===== src/rtl/hsl_pkg.sv =====
// ----------------------------------------------------------------------------
// hsl_pkg
// constants, sector codes and helpers for the hsl to rgb pixel converter
// ----------------------------------------------------------------------------
package hsl_pkg;

   localparam int unsigned HueW   = 15;
   localparam int unsigned ChanW  = 16;
   localparam int unsigned FracW  = 12;                  // hue offset inside a sector

   localparam logic [HueW-1:0]  HUE_MAX      = 15'd23039;  // 360 degrees less one unit
   localparam logic [FracW-1:0] SECTOR_UNITS = 12'd3840;   // 60 degrees in 1/64 degree
   localparam logic [ChanW-1:0] FULL         = 16'hFFFF;

   // rounding offsets of the two scaled products
   localparam logic [31:0] ROUND_C = 32'd32767;          // half down on /65535
   localparam logic [27:0] ROUND_X = 28'd1920;           // half up on /3840

   // x / 15 as (x * RECIP_15) >> RECIP_SHIFT, exact for x below 2^24 / 14
   localparam int unsigned RECIP_SHIFT = 24;
   localparam logic [20:0] RECIP_15    = 21'd1118482;

   typedef enum logic [2:0] {
      SEC_RED_YEL = 3'd0,
      SEC_YEL_GRN = 3'd1,
      SEC_GRN_CYN = 3'd2,
      SEC_CYN_BLU = 3'd3,
      SEC_BLU_MAG = 3'd4,
      SEC_MAG_RED = 3'd5
   } sector_type;

   // first hue code of each sector
   function automatic logic [HueW-1:0] sector_base(input sector_type sec);
      logic [HueW-1:0] base;
      case (sec)
         SEC_RED_YEL: base = 15'd0;
         SEC_YEL_GRN: base = 15'd3840;
         SEC_GRN_CYN: base = 15'd7680;
         SEC_CYN_BLU: base = 15'd11520;
         SEC_BLU_MAG: base = 15'd15360;
         SEC_MAG_RED: base = 15'd19200;
         default:     base = 15'd0;
      endcase
      return base;
   endfunction

   // limit a 17 bit half-unit sum to full scale
   function automatic logic [ChanW-1:0] sat16(input logic [ChanW:0] v);
      return v[ChanW] ? FULL : v[ChanW-1:0];
   endfunction

endpackage


===== src/rtl/hsl_to_rgb_convert.sv =====
// ----------------------------------------------------------------------------
// hsl_to_rgb_convert
// six stage pipelined hsl (with alpha) to rgb (with alpha) pixel converter
// ----------------------------------------------------------------------------
// One pixel per beat, one pixel out per beat, sustained one pixel per clock
// while rsp is ready. rsp_valid is the last stage's valid bit. The pipeline
// is six register stages, each holding a valid bit: hue sector and lightness
// fold, the chroma product, the /65535 scaling, the chroma-by-hue product,
// the /3840 reciprocal product, and the channel sums with routing into the
// output register. Each stage advances when it is empty or the stage after
// it advances, so bubbles close up under a stall and req_ready only drops
// when all six stages hold pixels and rsp is stalled. Hue above 23039 is
// treated as 23039; channels saturate at 65535; alpha is carried unchanged.
// ----------------------------------------------------------------------------
module hsl_to_rgb_convert
   import hsl_pkg::*;
(
   input  logic             clock,
   input  logic             reset,

   input  logic             req_valid,
   output logic             req_ready,
   input  logic [HueW-1:0]  req_hue,
   input  logic [ChanW-1:0] req_saturation,
   input  logic [ChanW-1:0] req_lightness,
   input  logic [ChanW-1:0] req_alpha_in,

   output logic             rsp_valid,
   input  logic             rsp_ready,
   output logic [ChanW-1:0] rsp_red,
   output logic [ChanW-1:0] rsp_green,
   output logic [ChanW-1:0] rsp_blue,
   output logic [ChanW-1:0] rsp_alpha_out
);

   localparam int unsigned NumStages = 6;

   // per stage valid bits and advance enables
   logic [NumStages-1:0] vld_ff, vld_in;
   logic [NumStages-1:0] adv;

   // stage 1: sector, hue fraction, folded lightness
   sector_type       s1_sec_ff,  s1_sec_in;
   logic [FracW-1:0] s1_f_ff,    s1_f_in;
   logic [ChanW-1:0] s1_cs_ff,   s1_cs_in;    // 1 - |2L - 1|
   logic [ChanW-1:0] s1_s_ff;
   logic [ChanW:0]   s1_twol_ff, s1_twol_in;
   logic [ChanW-1:0] s1_a_ff;

   // stage 2: chroma product
   sector_type       s2_sec_ff;
   logic [FracW-1:0] s2_f_ff;
   logic [31:0]      s2_p_ff,    s2_p_in;
   logic [ChanW:0]   s2_twol_ff;
   logic [ChanW-1:0] s2_a_ff;

   // stage 3: chroma
   sector_type       s3_sec_ff;
   logic [FracW-1:0] s3_f_ff;
   logic [ChanW-1:0] s3_c_ff,    s3_c_in;
   logic [ChanW:0]   s3_twol_ff;
   logic [ChanW-1:0] s3_a_ff;

   // stage 4: chroma times hue fraction, rounded
   sector_type       s4_sec_ff;
   logic [27:0]      s4_cf_ff,   s4_cf_in;
   logic [ChanW-1:0] s4_c_ff;
   logic [ChanW:0]   s4_twol_ff;
   logic [ChanW-1:0] s4_a_ff;

   // stage 5: reciprocal product for /15
   sector_type       s5_sec_ff;
   logic [40:0]      s5_q_ff,    s5_q_in;
   logic [ChanW-1:0] s5_c_ff;
   logic [ChanW:0]   s5_twol_ff;
   logic [ChanW-1:0] s5_a_ff;

   // stage 6: output register
   logic [ChanW-1:0] s6_r_ff, s6_r_in;
   logic [ChanW-1:0] s6_g_ff, s6_g_in;
   logic [ChanW-1:0] s6_b_ff, s6_b_in;
   logic [ChanW-1:0] s6_a_ff;

   // ------------------------------------------------------------------------
   // flow control: a stage moves when empty or when its successor moves
   // ------------------------------------------------------------------------
   always_comb begin
      adv[NumStages-1] = !vld_ff[NumStages-1] || rsp_ready;
      for (int k = NumStages - 2; k >= 0; k--) begin
         adv[k] = !vld_ff[k] || adv[k+1];
      end
      vld_in[0] = req_valid;
      for (int k = 1; k < NumStages; k++) begin
         vld_in[k] = vld_ff[k-1];
      end
   end

   assign req_ready = adv[0];

   always_ff @(posedge clock) begin
      if (reset) begin
         vld_ff <= '0;
      end else begin
         for (int k = 0; k < NumStages; k++) begin
            if (adv[k]) begin
               vld_ff[k] <= vld_in[k];
            end
         end
      end
   end

   // ------------------------------------------------------------------------
   // stage 1: clamp hue, find sector and offset, fold lightness
   // ------------------------------------------------------------------------
   logic [HueW-1:0] hue_c;
   logic [2:0]      sec_cnt;
   logic [HueW-1:0] hue_off;

   always_comb begin
      hue_c   = (req_hue > HUE_MAX) ? HUE_MAX : req_hue;
      sec_cnt = 3'(hue_c >= 15'd3840)  + 3'(hue_c >= 15'd7680) + 3'(hue_c >= 15'd11520)
              + 3'(hue_c >= 15'd15360) + 3'(hue_c >= 15'd19200);
      s1_sec_in = sector_type'(sec_cnt);
      hue_off   = hue_c - sector_base(s1_sec_in);
      // falling half of the triangle wave in odd sectors
      s1_f_in   = sec_cnt[0] ? (SECTOR_UNITS - hue_off[FracW-1:0]) : hue_off[FracW-1:0];

      s1_twol_in = {req_lightness, 1'b0};
      if (s1_twol_in >= {1'b0, FULL}) begin
         s1_cs_in = FULL - ChanW'(s1_twol_in - {1'b0, FULL});
      end else begin
         s1_cs_in = FULL - ChanW'({1'b0, FULL} - s1_twol_in);
      end
   end

   always_ff @(posedge clock) begin
      if (adv[0]) begin
         s1_sec_ff  <= s1_sec_in;
         s1_f_ff    <= s1_f_in;
         s1_cs_ff   <= s1_cs_in;
         s1_s_ff    <= req_saturation;
         s1_twol_ff <= s1_twol_in;
         s1_a_ff    <= req_alpha_in;
      end
   end

   // ------------------------------------------------------------------------
   // stage 2: (1 - |2L - 1|) * S, plus rounding offset
   // ------------------------------------------------------------------------
   assign s2_p_in = ({16'd0, s1_cs_ff} * {16'd0, s1_s_ff}) + ROUND_C;

   always_ff @(posedge clock) begin
      if (adv[1]) begin
         s2_sec_ff  <= s1_sec_ff;
         s2_f_ff    <= s1_f_ff;
         s2_p_ff    <= s2_p_in;
         s2_twol_ff <= s1_twol_ff;
         s2_a_ff    <= s1_a_ff;
      end
   end

   // ------------------------------------------------------------------------
   // stage 3: divide by 65535; t = hi*65535 + (hi + lo), hi + lo below 2*65535+1
   // ------------------------------------------------------------------------
   logic [ChanW:0] rem_sum;
   logic [ChanW:0] c_wide;

   always_comb begin
      rem_sum = {1'b0, s2_p_ff[31:16]} + {1'b0, s2_p_ff[15:0]};
      c_wide  = {1'b0, s2_p_ff[31:16]}
              + 17'(rem_sum >= {1'b0, FULL})
              + 17'(rem_sum >= {FULL, 1'b0});
      s3_c_in = c_wide[ChanW-1:0];
   end

   always_ff @(posedge clock) begin
      if (adv[2]) begin
         s3_sec_ff  <= s2_sec_ff;
         s3_f_ff    <= s2_f_ff;
         s3_c_ff    <= s3_c_in;
         s3_twol_ff <= s2_twol_ff;
         s3_a_ff    <= s2_a_ff;
      end
   end

   // ------------------------------------------------------------------------
   // stage 4: C * f + 1920
   // ------------------------------------------------------------------------
   assign s4_cf_in = ({12'd0, s3_c_ff} * {16'd0, s3_f_ff}) + ROUND_X;

   always_ff @(posedge clock) begin
      if (adv[3]) begin
         s4_sec_ff  <= s3_sec_ff;
         s4_cf_ff   <= s4_cf_in;
         s4_c_ff    <= s3_c_ff;
         s4_twol_ff <= s3_twol_ff;
         s4_a_ff    <= s3_a_ff;
      end
   end

   // ------------------------------------------------------------------------
   // stage 5: /3840 as >>8 then /15 by reciprocal
   // ------------------------------------------------------------------------
   assign s5_q_in = {21'd0, s4_cf_ff[27:8]} * {20'd0, RECIP_15};

   always_ff @(posedge clock) begin
      if (adv[4]) begin
         s5_sec_ff  <= s4_sec_ff;
         s5_q_ff    <= s5_q_in;
         s5_c_ff    <= s4_c_ff;
         s5_twol_ff <= s4_twol_ff;
         s5_a_ff    <= s4_a_ff;
      end
   end

   // ------------------------------------------------------------------------
   // stage 6: half-unit sums, saturate, route by sector
   // ------------------------------------------------------------------------
   logic [ChanW-1:0] x_val;
   logic [ChanW:0]   m2;
   logic [ChanW+1:0] cm_sum, xm_sum, mm_sum;
   logic [ChanW-1:0] cm, xm, mm;

   always_comb begin
      x_val  = s5_q_ff[RECIP_SHIFT +: ChanW];
      m2     = s5_twol_ff - {1'b0, s5_c_ff};
      cm_sum = {1'b0, s5_twol_ff} + {2'b0, s5_c_ff} + 18'd1;
      xm_sum = {1'b0, m2} + {1'b0, x_val, 1'b0} + 18'd1;
      mm_sum = {1'b0, m2} + 18'd1;
      cm     = sat16(cm_sum[ChanW+1:1]);
      xm     = sat16(xm_sum[ChanW+1:1]);
      mm     = sat16(mm_sum[ChanW+1:1]);

      case (s5_sec_ff)
         SEC_RED_YEL: begin s6_r_in = cm; s6_g_in = xm; s6_b_in = mm; end
         SEC_YEL_GRN: begin s6_r_in = xm; s6_g_in = cm; s6_b_in = mm; end
         SEC_GRN_CYN: begin s6_r_in = mm; s6_g_in = cm; s6_b_in = xm; end
         SEC_CYN_BLU: begin s6_r_in = mm; s6_g_in = xm; s6_b_in = cm; end
         SEC_BLU_MAG: begin s6_r_in = xm; s6_g_in = mm; s6_b_in = cm; end
         default: begin s6_r_in = cm; s6_g_in = mm; s6_b_in = xm; end
      endcase
   end

   always_ff @(posedge clock) begin
      if (adv[5]) begin
         s6_r_ff <= s6_r_in;
         s6_g_ff <= s6_g_in;
         s6_b_ff <= s6_b_in;
         s6_a_ff <= s5_a_ff;
      end
   end

   assign rsp_valid     = vld_ff[NumStages-1];
   assign rsp_red       = s6_r_ff;
   assign rsp_green     = s6_g_ff;
   assign rsp_blue      = s6_b_ff;
   assign rsp_alpha_out = s6_a_ff;

   // ------------------------------------------------------------------------
   // assertions
   // ------------------------------------------------------------------------

   // the pipeline only pushes back when the output beat is held
   assert property (@(posedge clock) disable iff (reset)
      !req_ready |-> (rsp_valid && !rsp_ready))
      else $error("req stalled while rsp side can drain");

   // reciprocal divide never yields X above chroma
   assert property (@(posedge clock) disable iff (reset)
      vld_ff[4] |-> (x_val <= s5_c_ff))
      else $error("hue-scaled chroma exceeds chroma");

   // chroma never exceeds 2L, so m stays non-negative
   assert property (@(posedge clock) disable iff (reset)
      vld_ff[4] |-> (s5_twol_ff >= {1'b0, s5_c_ff}))
      else $error("chroma larger than twice lightness");

   // a beat accepted into stage 1 shows up there in the next cycle
   assert property (@(posedge clock) disable iff (reset)
      (req_valid && req_ready) |=> vld_ff[0])
      else $error("accepted beat lost at stage one");

endmodule


===== config.mk =====
export PLATFORM = sky130hd
export DESIGN_NAME = hsl_to_rgb_convert
export DESIGN_NICKNAME = d
export VERILOG_FILES = /design/src/rtl/hsl_pkg.sv /design/src/rtl/hsl_to_rgb_convert.sv
export SDC_FILE = /design/constraint.sdc
export NUM_CORES = 2
export LEC_CHECK = 0
export ABC_AREA = 1
export BUFFER_PORTS_ARGS = -buffer_cell sky130_fd_sc_hd__buf_2
export CORE_AREA = 2 2 294 296
export CTS_CLUSTER_DIAMETER = 120
export DETAILED_ROUTE_END_ITERATION = 16
export DIE_AREA = 0 0 296 298
export GPL_ROUTABILITY_DRIVEN = 0
export GPL_TIMING_DRIVEN = 0
export SYNTH_ARGS = -nofsm -noshare
export SYNTH_HDL_FRONTEND = slang
export SYNTH_SLANG_ARGS = --single-unit

===== constraint.sdc =====
create_clock -name clock -period 8 [get_ports clock]
set_clock_uncertainty 0.05 [all_clocks]
set_input_delay 0.4 -clock clock [delete_from_list [all_inputs] [get_ports clock]]
set_output_delay 0.4 -clock clock [all_outputs]
set_load 0.005 [all_outputs]

==> metrics.cfg <==
[finish]
regArea_um2=12760
largestRegisters=s2_p_ff (31), s4_cf_ff (20)
area_delta_synth_final_pct=11.14
drive_above_1_share_pct=6.340
largest_register=s2_p_ff
fin_cells=5513
nFillCells=8031
largest_register_ffs=31
diodes=0
final_nets=5147
multiInputGateArea_um2=21370

[synthesis]
yosys.area_share.xor_xnor_pct=3.440
synth_ff_type=edfxtp_1
synth-seq-cells=427
synth.avg_cell_area_um2=9.250
async_flop_share_pct=0
synth_top_family_by_area=adder cells
yosys.area_share.simple_pct=15.39
synth_mux_area_share_pct=0
netlist_instances=4101
synth-edff-count=421
synth_largest_area_cell=edfxtp_1
syn-num-nets=4914
seq_area_frac_synth_pct=33.64
synth.distinct_cells=54
synth-adder-area-share_pct=32.07
synth_area_um2=37930
synth_compound_area_share_pct=5.426
synth_top_area_share_pct=33.33
synth_area_leaders=edfxtp_1 33%, fa_1 20%, ha_1 12%, nand2_1 9.4%, inv_1 8.6%
synth-warning-count=0

[global_route]
antenna_found_initial=1
grt_pass1_wl_mm=145.1
grt_pass1_vias=27890
grt_overflow=0
grt.total_usage_pct=20.74
grt_start_max_net_pins=74

[route]
wl_met2_mm=43.74
dr.pass1.iters=6
wl_met3_mm=4.222
postRouteAntennaNets=0
drt-met1-wl_mm=38.36
num_vias=27115
drc=0
vias_per_cell=4.918
wl_per_cell_um=16.14
drt_iter0_markers=1801
top_layer_used=met5
wl_mm=88.96

[cts]
insertion_delay_ns=0.60
cts_num_sinks=427
h-tree-depth=2
clock-root-buffer=clkbuf_16
cts_resized=0
cts_buffer_depth=3
cts_tree=done
cts_buffers=45
clk_pin_slew_worst_paths_ns=0.06

[sta]
setup_viol=0
slew_violations=0
fin_crit_ns=6.847
hold_viol_final=0
relSlewSlack_pct=40.40
fin_ws_ns=1.153
worstMarginPinSlew_ns=0.8940
post-route-period-util_pct=85.59
rsz0062_at_grt=no
clock.fmax_ghz=0.1460

[die]
rows=107
die_area_um2=88210
start_util_pct=44.69
die_w_um=296
core_area_um2=84880
pin_count=133
die_h_um=298

[worst_hold_path]
hold_class=input pin to flop

[outcome]
status=finished, final reports clean

[place]
pre_cts_ws_ns=1.186
dp.cells=5382
dp_hpwl_mm=73.28
portBuffers=132

[worst_setup_path]
startpoint_type=flop
critPathKind=flop to flop
cp.required_ns=8.30
end_kind=flop
critPathArrivalTime_ns=7.15
path_max_fanout=10

[job]
maxCapViolations=0

==> cell usage in the layout (no fill, tap or decap), drive strengths merged, types with 2 or more instances in the layout <==
| cell type | instances |
|---|---|
| a211o | 2 |
| a211oi | 2 |
| a21boi | 5 |
| a21o | 7 |
| a21oi | 176 |
| a221oi | 7 |
| a31oi | 11 |
| and2 | 5 |
| and3 | 5 |
| buf | 153 |
| bufinv | 5 |
| clkbuf | 149 |
| clkinv | 20 |
| clkinvlp | 3 |
| dfxtp | 6 |
| dlygate4sd3 | 49 |
| edfxtp | 421 |
| fa | 377 |
| ha | 369 |
| inv | 886 |
| nand2 | 980 |
| nand3 | 152 |
| nand3b | 4 |
| nand4 | 23 |
| nor2 | 204 |
| nor3 | 28 |
| nor4 | 8 |
| o2111ai | 3 |
| o211ai | 16 |
| o21a | 4 |
| o21ai | 119 |
| o21bai | 13 |
| o31ai | 2 |
| xnor2 | 43 |
| xor2 | 106 |
==> cells by family after synthesis <==
logic type	Yosys count
and+or+nand+nor	1411
buffers and inverters	997
DFF	427
adders and majority gates	746
xor gates and xnor gates	149
AOI/OAI and AO/OA	371
==> path summary, 6_finish.rpt <==
kind	start	to	slack, ns	depth (start not counted)
worst min-delay path	req_lightness[5]	s1_twol_ff[6]$_DFFE_PP_	0.05	1
worst max-delay path	s1_cs_ff[2]$_DFFE_PP_	s2_p_ff[28]$_DFFE_PP_	1.15	19
worst max register to register	s1_cs_ff[2]$_DFFE_PP_	s2_p_ff[28]$_DFFE_PP_	1.15	19
worst min register to register	s2_twol_ff[1]$_DFFE_PP_	s3_twol_ff[1]$_DFFE_PP_	0.35	0
==> worst max-delay path, cell delays in order, from the launching register on <==
cell and delay (ns):
edfxtp_1 0.32, clkbuf_1 0.47, clkbuf_1 0.62, nand2_1 0.16, fa_1 0.52, fa_1 0.54
inv_1 0.05, fa_1 0.53, inv_1 0.06, fa_1 0.52, fa_1 0.54, inv_1 0.05
fa_1 0.47, ha_1 0.39, nand2_1 0.15, nor4_1 0.48, nand4_1 0.15, nand3_1 0.25
a31oi_1 0.14, xor2_1 0.17
==> area by class of cell <==
| class | instances | area share (%) |
|---|---|---|
| Tap cell | 1144 | 3.395 |
| Clock inverter | 31 | 0.8873 |
| Buffer | 114 | 1.160 |
| Sequential cell | 427 | 30.27 |
| Clock buffer | 51 | 2.724 |
| Timing Repair Buffer | 186 | 2.986 |
| Inverter | 883 | 7.882 |
| Multi-Input combinational cell | 2677 | 50.69 |
==> cell usage after synthesis (all sizes together) (2+ instances only) <==
cell type,instances
o21ai,119
o31ai,2
nand2,980
and3,5
nor4,8
ha,369
a211o,2
nand3,152
a21o,7
o21bai,13
dfxtp,6
nand4,23
xnor2,43
nor3,28
o21a,4
a21oi,176
o2111ai,3
and2,5
a21boi,5
a211oi,2
nand3b,4
a31oi,11
xor2,106
edfxtp,421
fa,377
clkbuf,98
buf,16
inv,882
o211ai,16
nor2,204
a221oi,7
==> routing by layer <==
metal | global-route usage, % | vias to the layer above
met5 | 0 | -
met4 | 6.253 | 2
met3 | 2.275 | 126
met2 | 36.38 | 664
met1 | 26.88 | 12975
li1 | - | 13348
==> metrics by stage <==
step	setup TNS, ns	hold WS (ns)	area [um^2]	utilization [%]
after floorplan	0	0.3503	37940	-
after global placement	-482.10	0.3503	40030	47.16
after detailed placement	0	0.3545	40150	47.30
after CTS	0	0.01603	42160	49.67
after global routing	0	0.03533	42160	49.67
final	0	0.04564	42160	49.67
==> repair_timing <==
| item | in CTS | in global routing |
|---|---|---|
| hold endpoints to repair | 52 | 0 |
| endpoints found under the setup margin | 0 | 0 |
| hold buffers | 49 | 0 |
| buffers inserted | 0 | 0 |
Power is not shown: default switching activity piles up to over one toggle a cycle in this logic, so the estimate is an artifact.
